===== src/hw/rtl/sfr_pkg.sv =====
package sfr_pkg;

	localparam int unsigned DataW = 8;
	localparam int unsigned LenW = 16;
	localparam int unsigned CfgIdxW = 2;
	localparam int unsigned CfgDataW = 16;
	localparam int unsigned CrcW = 16;
	localparam logic [CrcW-1:0] CrcPolyRefl = 16'hA001;

	localparam logic [CfgIdxW-1:0] CFG_BEGIN_FLAG = 2'd0;
	localparam logic [CfgIdxW-1:0] CFG_ESCAPE_FLAG = 2'd1;
	localparam logic [CfgIdxW-1:0] CFG_ESCAPE_XOR = 2'd2;
	localparam logic [CfgIdxW-1:0] CFG_MAX_PAYLOAD = 2'd3;

	localparam logic [DataW-1:0] BeginFlagRst = 8'h7E;
	localparam logic [DataW-1:0] EscapeFlagRst = 8'h7D;
	localparam logic [DataW-1:0] EscapeXorRst = 8'h20;
	localparam logic [LenW-1:0] MaxPayloadRst = 16'd512;

	typedef enum logic [1:0] {
		KIND_PAYLOAD = 2'd0,
		KIND_FRAME_OK = 2'd1,
		KIND_CRC_BAD = 2'd2,
		KIND_TOO_LONG = 2'd3
	} kind_t;

	typedef struct packed {
		logic [DataW-1:0] begin_flag;
		logic [DataW-1:0] escape_flag;
		logic [DataW-1:0] escape_xor;
		logic [LenW-1:0] max_payload;
	} cfg_t;

	typedef struct packed {
		logic resync;
		logic [DataW-1:0] data;
	} token_t;

	function automatic logic [CrcW-1:0] crc_arc_byte(input logic [CrcW-1:0] crc_in,
			input logic [DataW-1:0] data);
		logic [CrcW-1:0] crc;
		crc = crc_in ^ {{(CrcW-DataW){1'b0}}, data};
		for (int i = 0; i < DataW; i++) begin
			if (crc[0]) begin
				crc = (crc >> 1) ^ CrcPolyRefl;
			end else begin
				crc = crc >> 1;
			end
		end
		return crc;
	endfunction

endpackage


===== src/hw/rtl/sfr_front.sv =====
module sfr_front (
	input  logic                       clk,
	input  logic                       arst_n,
	input  sfr_pkg::cfg_t              cfg,
	input  logic                       rx_valid,
	output logic                       rx_ready,
	input  logic [sfr_pkg::DataW-1:0]  rx_byte,
	input  logic                       fifo_full,
	output logic                       tok_push,
	output sfr_pkg::token_t            tok
);

	logic esc_q;
	logic accept;
	logic is_begin;
	logic is_escape;

	always_comb begin
		rx_ready = !fifo_full;
		accept = rx_valid && rx_ready;
		is_begin = (rx_byte == cfg.begin_flag);
		is_escape = !esc_q && (rx_byte == cfg.escape_flag);
		tok.resync = is_begin;
		tok.data = esc_q ? (rx_byte ^ cfg.escape_xor) : rx_byte;
		tok_push = accept && (is_begin || !is_escape);
	end

	always_ff @(posedge clk or negedge arst_n) begin
		if (!arst_n) begin
			esc_q <= 1'b0;
		end else if (accept) begin
			esc_q <= !is_begin && is_escape;
		end
	end

endmodule


===== src/hw/rtl/sfr_fifo.sv =====
module sfr_fifo (
	input  logic            clk,
	input  logic            arst_n,
	input  logic            push,
	input  sfr_pkg::token_t push_data,
	output logic            full,
	input  logic            pop,
	output logic            not_empty,
	output sfr_pkg::token_t pop_data
);

	localparam int unsigned Depth = 4;
	localparam int unsigned PtrW = $clog2(Depth);

	sfr_pkg::token_t mem_q [Depth];
	logic [PtrW-1:0] wr_ptr_q;
	logic [PtrW-1:0] rd_ptr_q;
	logic [PtrW:0] count_q;
	logic do_push;
	logic do_pop;

	always_comb begin
		full = (count_q == (PtrW+1)'(Depth));
		not_empty = (count_q != '0);
		pop_data = mem_q[rd_ptr_q];
		do_push = push && !full;
		do_pop = pop && not_empty;
	end

	always_ff @(posedge clk) begin
		if (do_push) begin
			mem_q[wr_ptr_q] <= push_data;
		end
	end

	always_ff @(posedge clk or negedge arst_n) begin
		if (!arst_n) begin
			wr_ptr_q <= '0;
			rd_ptr_q <= '0;
			count_q <= '0;
		end else begin
			if (do_push) begin
				wr_ptr_q <= wr_ptr_q + 1'b1;
			end
			if (do_pop) begin
				rd_ptr_q <= rd_ptr_q + 1'b1;
			end
			if (do_push && !do_pop) begin
				count_q <= count_q + 1'b1;
			end else if (do_pop && !do_push) begin
				count_q <= count_q - 1'b1;
			end
		end
	end

endmodule


===== src/hw/rtl/sfr_back.sv =====
module sfr_back (
	input  logic                       clk,
	input  logic                       arst_n,
	input  sfr_pkg::cfg_t              cfg,
	input  logic                       tok_valid,
	input  sfr_pkg::token_t            tok,
	output logic                       tok_pop,
	output logic                       res_valid,
	input  logic                       res_ready,
	output logic [1:0]                 kind,
	output logic [sfr_pkg::DataW-1:0]  payload_byte,
	output logic [sfr_pkg::DataW-1:0]  source_address,
	output logic [sfr_pkg::DataW-1:0]  dest_address,
	output logic [sfr_pkg::LenW-1:0]   frame_length
);

	typedef enum logic [7:0] {
		PH_HUNT    = 8'b0000_0001,
		PH_SRC     = 8'b0000_0010,
		PH_DST     = 8'b0000_0100,
		PH_LEN_LO  = 8'b0000_1000,
		PH_LEN_HI  = 8'b0001_0000,
		PH_PAYLOAD = 8'b0010_0000,
		PH_CRC_LO  = 8'b0100_0000,
		PH_CRC_HI  = 8'b1000_0000
	} phase_t;

	phase_t phase_q, phase_d;
	logic [sfr_pkg::DataW-1:0] src_q, src_d;
	logic [sfr_pkg::DataW-1:0] dst_q, dst_d;
	logic [sfr_pkg::LenW-1:0] len_q, len_d;
	logic [sfr_pkg::LenW-1:0] pos_q, pos_d;
	logic [sfr_pkg::CrcW-1:0] crc_q, crc_d;
	logic [sfr_pkg::DataW-1:0] crc_lo_q, crc_lo_d;
	logic [sfr_pkg::LenW-1:0] pos_inc;
	logic [sfr_pkg::LenW-1:0] new_len;
	logic [sfr_pkg::CrcW-1:0] crc_next;
	logic emit;
	sfr_pkg::kind_t emit_kind;
	logic [sfr_pkg::DataW-1:0] emit_byte;

	logic res_valid_q;
	sfr_pkg::kind_t kind_q;
	logic [sfr_pkg::DataW-1:0] payload_q;
	logic [sfr_pkg::DataW-1:0] src_out_q;
	logic [sfr_pkg::DataW-1:0] dst_out_q;
	logic [sfr_pkg::LenW-1:0] len_out_q;

	always_comb begin
		tok_pop = tok_valid && (!res_valid_q || res_ready);
		phase_d = phase_q;
		src_d = src_q;
		dst_d = dst_q;
		len_d = len_q;
		pos_d = pos_q;
		crc_d = crc_q;
		crc_lo_d = crc_lo_q;
		emit = 1'b0;
		emit_kind = sfr_pkg::KIND_PAYLOAD;
		emit_byte = '0;
		pos_inc = pos_q + 1'b1;
		new_len = {tok.data, len_q[sfr_pkg::DataW-1:0]};
		crc_next = sfr_pkg::crc_arc_byte(crc_q, tok.data);
		if (tok.resync) begin
			phase_d = PH_SRC;
		end else begin
			case (phase_q)
				PH_HUNT: begin
					phase_d = PH_HUNT;
				end
				PH_SRC: begin
					src_d = tok.data;
					phase_d = PH_DST;
				end
				PH_DST: begin
					dst_d = tok.data;
					phase_d = PH_LEN_LO;
				end
				PH_LEN_LO: begin
					len_d = {{(sfr_pkg::LenW-sfr_pkg::DataW){1'b0}}, tok.data};
					phase_d = PH_LEN_HI;
				end
				PH_LEN_HI: begin
					len_d = new_len;
					pos_d = '0;
					crc_d = '0;
					if (new_len > cfg.max_payload) begin
						phase_d = PH_HUNT;
						emit = 1'b1;
						emit_kind = sfr_pkg::KIND_TOO_LONG;
					end else if (new_len == '0) begin
						phase_d = PH_CRC_LO;
					end else begin
						phase_d = PH_PAYLOAD;
					end
				end
				PH_PAYLOAD: begin
					crc_d = crc_next;
					pos_d = pos_inc;
					if (pos_inc >= len_q) begin
						phase_d = PH_CRC_LO;
					end
					emit = 1'b1;
					emit_kind = sfr_pkg::KIND_PAYLOAD;
					emit_byte = tok.data;
				end
				PH_CRC_LO: begin
					crc_lo_d = tok.data;
					phase_d = PH_CRC_HI;
				end
				PH_CRC_HI: begin
					phase_d = PH_HUNT;
					emit = 1'b1;
					emit_kind = ({tok.data, crc_lo_q} == crc_q) ? sfr_pkg::KIND_FRAME_OK
						: sfr_pkg::KIND_CRC_BAD;
				end
				default: begin
					phase_d = PH_HUNT;
				end
			endcase
		end
	end

	always_ff @(posedge clk or negedge arst_n) begin
		if (!arst_n) begin
			phase_q <= PH_HUNT;
			src_q <= '0;
			dst_q <= '0;
			len_q <= '0;
			pos_q <= '0;
			crc_q <= '0;
			crc_lo_q <= '0;
			res_valid_q <= 1'b0;
		end else begin
			if (res_valid_q && res_ready) begin
				res_valid_q <= 1'b0;
			end
			if (tok_pop) begin
				phase_q <= phase_d;
				src_q <= src_d;
				dst_q <= dst_d;
				len_q <= len_d;
				pos_q <= pos_d;
				crc_q <= crc_d;
				crc_lo_q <= crc_lo_d;
				if (emit) begin
					res_valid_q <= 1'b1;
				end
			end
		end
	end

	always_ff @(posedge clk) begin
		if (tok_pop && emit) begin
			kind_q <= emit_kind;
			payload_q <= emit_byte;
			src_out_q <= src_d;
			dst_out_q <= dst_d;
			len_out_q <= len_d;
		end
	end

	assign res_valid = res_valid_q;
	assign kind = kind_q;
	assign payload_byte = payload_q;
	assign source_address = src_out_q;
	assign dest_address = dst_out_q;
	assign frame_length = len_out_q;

endmodule


===== src/hw/rtl/serial_frame_receiver_core.sv =====
// Receiver for byte-stuffed frames with a CRC-16/ARC check over the payload.
// The rx channel takes one raw line byte per request. The front end removes
// escapes and spots begin flags, and pushes the bytes that matter into a
// four-entry queue. The back end parses addresses, length, payload and CRC.
// The res channel carries one request for each payload byte and one verdict
// per frame: frame ok, CRC mismatch, or a length above max_payload.
// Configuration is written through cfg_we, cfg_index and cfg_data; the user
// must write it only with no frame in flight; the block does not enforce it.
// A write takes effect on the next cycle. The back end parses one byte per
// cycle unless a pending result stalls it. A byte passes through the queue
// and its result through the output register, held there while res_ready is
// low, so the queue fills and rx_ready falls once all four entries are used.
// Reset clears the queue, the escape state and the parser, which returns to
// hunting for a begin flag, and restores the configuration reset values.
module serial_frame_receiver_core (
	input  logic                          clk,
	input  logic                          arst_n,
	input  logic                          cfg_we,
	input  logic [sfr_pkg::CfgIdxW-1:0]   cfg_index,
	input  logic [sfr_pkg::CfgDataW-1:0]  cfg_data,
	input  logic                          rx_valid,
	output logic                          rx_ready,
	input  logic [sfr_pkg::DataW-1:0]     rx_byte,
	output logic                          res_valid,
	input  logic                          res_ready,
	output logic [1:0]                    kind,
	output logic [sfr_pkg::DataW-1:0]     payload_byte,
	output logic [sfr_pkg::DataW-1:0]     source_address,
	output logic [sfr_pkg::DataW-1:0]     dest_address,
	output logic [sfr_pkg::LenW-1:0]      frame_length
);

	sfr_pkg::cfg_t cfg_q;
	logic fifo_full;
	logic tok_push;
	sfr_pkg::token_t push_tok;
	logic tok_pop;
	logic tok_valid;
	sfr_pkg::token_t pop_tok;

	always_ff @(posedge clk or negedge arst_n) begin
		if (!arst_n) begin
			cfg_q.begin_flag <= sfr_pkg::BeginFlagRst;
			cfg_q.escape_flag <= sfr_pkg::EscapeFlagRst;
			cfg_q.escape_xor <= sfr_pkg::EscapeXorRst;
			cfg_q.max_payload <= sfr_pkg::MaxPayloadRst;
		end else if (cfg_we) begin
			case (cfg_index)
				sfr_pkg::CFG_BEGIN_FLAG: begin
					cfg_q.begin_flag <= cfg_data[sfr_pkg::DataW-1:0];
				end
				sfr_pkg::CFG_ESCAPE_FLAG: begin
					cfg_q.escape_flag <= cfg_data[sfr_pkg::DataW-1:0];
				end
				sfr_pkg::CFG_ESCAPE_XOR: begin
					cfg_q.escape_xor <= cfg_data[sfr_pkg::DataW-1:0];
				end
				sfr_pkg::CFG_MAX_PAYLOAD: begin
					cfg_q.max_payload <= cfg_data[sfr_pkg::LenW-1:0];
				end
				default: begin
					cfg_q <= cfg_q;
				end
			endcase
		end
	end

	sfr_front u_front (
		.clk      (clk),
		.arst_n   (arst_n),
		.cfg      (cfg_q),
		.rx_valid (rx_valid),
		.rx_ready (rx_ready),
		.rx_byte  (rx_byte),
		.fifo_full(fifo_full),
		.tok_push (tok_push),
		.tok      (push_tok)
	);

	sfr_fifo u_fifo (
		.clk      (clk),
		.arst_n   (arst_n),
		.push     (tok_push),
		.push_data(push_tok),
		.full     (fifo_full),
		.pop      (tok_pop),
		.not_empty(tok_valid),
		.pop_data (pop_tok)
	);

	sfr_back u_back (
		.clk           (clk),
		.arst_n        (arst_n),
		.cfg           (cfg_q),
		.tok_valid     (tok_valid),
		.tok           (pop_tok),
		.tok_pop       (tok_pop),
		.res_valid     (res_valid),
		.res_ready     (res_ready),
		.kind          (kind),
		.payload_byte  (payload_byte),
		.source_address(source_address),
		.dest_address  (dest_address),
		.frame_length  (frame_length)
	);

endmodule

===== config.mk =====
export PLATFORM = sky130hd
export DESIGN_NAME = serial_frame_receiver_core
export DESIGN_NICKNAME = d
export VERILOG_FILES = /design/src/hw/rtl/sfr_pkg.sv /design/src/hw/rtl/sfr_front.sv /design/src/hw/rtl/sfr_fifo.sv /design/src/hw/rtl/sfr_back.sv /design/src/hw/rtl/serial_frame_receiver_core.sv
export SDC_FILE = /design/constraint.sdc
export NUM_CORES = 1
export LEC_CHECK = 0
export BUFFER_PORTS_ARGS = -buffer_cell sky130_fd_sc_hd__buf_2
export CORE_ASPECT_RATIO = 0.75
export CORE_MARGIN = 5
export CORE_UTILIZATION = 45
export DETAILED_ROUTE_END_ITERATION = 6
export PLACE_DENSITY = 0.67
export SLEW_MARGIN = 0
export SYNTH_ARGS = -nofsm -noshare
export SYNTH_HDL_FRONTEND = slang
export SYNTH_HIERARCHICAL = 1
export SYNTH_SLANG_ARGS = --single-unit

===== constraint.sdc =====
create_clock -name clk -period 8.2 [get_ports clk]
set_input_delay 1.64 -clock clk [delete_from_list [all_inputs] [get_ports clk]]
set_output_delay 1.64 -clock clk [all_outputs]
set_load 0.01 [all_outputs]

==> impl_results.md <==
* Crit path buffers/inverters at 1
* RD Place Congestion at 0.808
* Detail-routed via count per cell at approximately 5.4
* Max Clk Rate at 0.255 GHz
* H-tree depth at 1
* GRT Total Usage at 0.177
* Synth unique cells at 63
* Wire per inst at 19.4 um
* Routed WL at 22500 um
* Area leader, netlist: dfrtp_1
* Synth Cell Area at 0.0101 mm2
* Crit-path max FO at 43
* Number of max-slew violations in the final report at 0
* Seq/Total Area, Yosys at 0.552
* Top cell type's share of synthesized area at 0.282
* DRC at 0
* Clock Latency Late Sink at 0.51 ns
* ANT nets after route at 0
* CTS buffer count at 22
* Hpwl dp at 15600 um
* Overflow after GRT at 0
* Worst Path Required at 8.39 ns
* Post_cts resized at 0
* Final number of setup-violating endpoints at 0
* PnR worst setup slack at 4.28 ns
* Post-Synthesis Net Count at 847
* Cell Int Power at roughly 2.4 mW
* Pre-CTS WS at a little over 4 ns
* Pleak at 4.77 nW
* Clock power frac at 0.264
* Tmin final at 3.92 ns
* Worst Tran Pin Value at 0.975 ns
* Number of synthesized flops with an enable pin at 78
* Cts hold-fix bufs at 0
* Synth cell count leaders: 114 x dfrtp_1, 90 x mux2_2, 78 x edfxtp_1, 61 x xnor2_1, 51 x nand2_1
* Levels on crit path at 9
* P_sw at 1.28 mW
* Clock-pin slew on the worst setup and hold paths at 0.06 ns
* Drt first pass iters at 5
* Number of I/O port buffers at 74
* CTS Buffer Depth at 3
* Vert. Die Dim at 140 um
* Pwr dens at 324 mW/mm2
* Sequential Power Share at 0.389
* Avg Synthesized Cell Area at 13.0 um2
* Ant diodes at 0
* Maximum number of pins on one net before global-route repair at 67
* Crit share post-route at 0.478
* Crit path kind: flip-flop to flip-flop
* Ports at 75
* Initial antenna violation count at 0
* # Post-CTS Setup Buffers at 0
* Initial Util at 0.458
* RSZ-0062 raised after global routing: false
* Syn Inst Count at 777
* DRT iter0 DRCs at 422
* Clk_skew at about 0.018 ns
* Via total after detailed routing at 6270
* Site Rows at 47
* Vias in the first global route at 6489
* Setup TNS at 0 ns
* CP arrival at 4.12 ns
* Sw Ratio at 0.343
* Core area at roughly 0.022 mm2
* Slowest-stage cell, CP: mux4_2
* Relative slew slack at 0.348
* Main flop type after synthesis: dfrtp_1
* R2R cell count at 9
* Layout net count at 921
* Hold Vio Cnt, Final at 0
* Layout cells sized above 1 at 0.298
* Chip width at approximately 180 um
* Global-route wire length before repair at 36700 um
* Most frequent cell after synthesis: dfrtp_1
* Die area at 0.0256 mm2
* Yosys warnings at 6
* Crit path cell chain: mux4_2 > ha_1 > a211o_1 > a21oi_1 > o21ai_0 > a311o_1 > nand3b_1 > a311oi_4 > buf_4
* Status: completed
* Num Clock Sinks at 207
* Fill count at 1977
* Synth-to-layout area growth at 13.6%
* Ys async rst share at 0.623
* Logic pwr share at 0.347
* Worst Setup End Kind: flip-flop
* Min-Delay Path Class: flip-flop to flip-flop
* Slowest cell delay on critical path at just over 0.8 ns
* Area contributors post-synth: dfrtp_1 28%, edfxtp_1 23%, mux2_2 10%
* CP delay by family, top: compound AO/OA/AOI/OAI gates
* Worst vdd ir at 0.146 mV
* Critical path launch point type: flip-flop
* Number of cells on the worst hold path at 1
* #FFs+latches synth at 207
* Max-Cap Viols at 0
* CTS tree: built
* CTS root buf: clkbuf_16
==> sequential cells by signal, indices dropped and copies added (netlist names) <==
register               flops
u_back/kind                2
u_back/source_address      8
u_back/frame_length       16
u_back/dst_q               8
u_back/src_q               8
u_fifo/wr_ptr_q            2
u_back/crc_q              16
u_back/payload_byte        8
u_front/esc_q              1
u_back/res_valid           1
cfg_q                     40
u_fifo/mem_q              36
u_fifo/count_q             3
u_back/len_q              16
u_back/crc_lo_q            8
u_back/dest_address        8
u_fifo/rd_ptr_q            2
u_back/phase_q             8
u_back/pos_q              16
==> final timing paths <==
path | slack (ns) | end | startpoint
setup / recovery | 4.28 | u_back/frame_length[0] | u_fifo/rd_ptr_q[0]
hold / removal | 0.50 | u_fifo/count_q[2] | u_fifo/count_q[2]
setup reg to reg | 4.28 | u_back/frame_length[0] | u_fifo/rd_ptr_q[0]
hold reg to reg | 0.50 | u_fifo/count_q[2] | u_fifo/count_q[2]
max in group asynchronous | 5.58 | u_back/src_q[2] | arst_n
min in group asynchronous | 1.24 | cfg_q[39] | arst_n
==> cells in the final DEF (no fill, tap or decap), types with 7 or more instances in the layout <==
| master | n |
|---|---|
| buf_2 | 73 |
| xor2_1 | 23 |
| nand2_1 | 51 |
| edfxtp_1 | 78 |
| xnor2_1 | 61 |
| mux4_2 | 9 |
| inv_1 | 40 |
| a22o_1 | 31 |
| ha_1 | 38 |
| and3_1 | 9 |
| nand3_1 | 8 |
| and2_1 | 8 |
| mux2_2 | 90 |
| o21ai_0 | 34 |
| clkbuf_16 | 22 |
| nor4_1 | 7 |
| dfstp_2 | 15 |
| nor2_1 | 24 |
| nand4_1 | 15 |
| a21o_1 | 8 |
| dfrtp_1 | 114 |
| a21oi_1 | 13 |
==> final cells by class <==
class	instances	area, um2	area share
Clock inverter	13	134	0.0116
Timing Repair Buffer	78	403	0.0350
Sequential cell	207	5590	0.486
Clock buffer	27	589	0.0513
Tap cell	294	368	0.0320
Multi-Input combinational cell	501	4260	0.370
Inverter	41	154	0.0134
==> power groups by stage <==
stage / sequential (mW) / clock [mW] / combinational [mW]
floorplan: 1.40 / 0 / 1.01
global placement: 1.47 / 0 / 1.28
detailed placement: 1.47 / 0 / 1.28
CTS: 1.45 / 1.01 / 1.29
global route: 1.47 / 1.05 / 1.42
finish: 1.45 / 0.983 / 1.29
==> stage by stage <==
step / hold WS (ns) / total power, mW / std cells / cell area (um2) / utilization
4_1_cts: 0.506 / 3.75 / 1161 / 11500 / 0.520
3_3_place_gp: 0.483 / 2.74 / 1121 / 10800 / 0.487
5_1_grt: 0.519 / 3.95 / 1161 / 11500 / 0.520
6_report: 0.501 / 3.73 / 1161 / 11500 / 0.520
2_1_floorplan: 0.464 / 2.41 / 777 / 10100 / -
3_5_place_dp: 0.491 / 2.75 / 1121 / 10800 / 0.487
==> logic make-up (layout without fill, tap and decap cells) <==
logic type / count (synthesis) / in the layout / synth area share
xor+xnor: 84 / 84 / 0.0727
compound gates: 109 / 109 / 0.0743
simple gates: 168 / 168 / 0.100
mux: 101 / 101 / 0.123
flops: 207 / 207 / 0.552
buf+inv: 69 / 159 / 0.0289
fa+ha+maj: 39 / 39 / 0.0489
==> layer usage <==
metal  GRT usage  vias to the layer above  routed length [um]
li1            -                     2958                   -
met2       0.265                      184                9790
met5           0                        -                   0
met1       0.275                     3094               11200
met4      0.0357                        0                 356
met3      0.0277                       34                1110
==> worst reg2reg max path: cells and delay by family, from the launching register on <==
family / cells / cell delay, ns
AO/OA/AOI/OAI: 5 / 1.03
multiplexers: 1 / 0.81
flip-flops: 1 / 0.75
adder cells (fa/ha/maj): 1 / 0.40
buffers and inverters: 1 / 0.31
AND/OR/NAND/NOR: 1 / 0.27
Note: power is estimated with default switching activity, not from simulation.
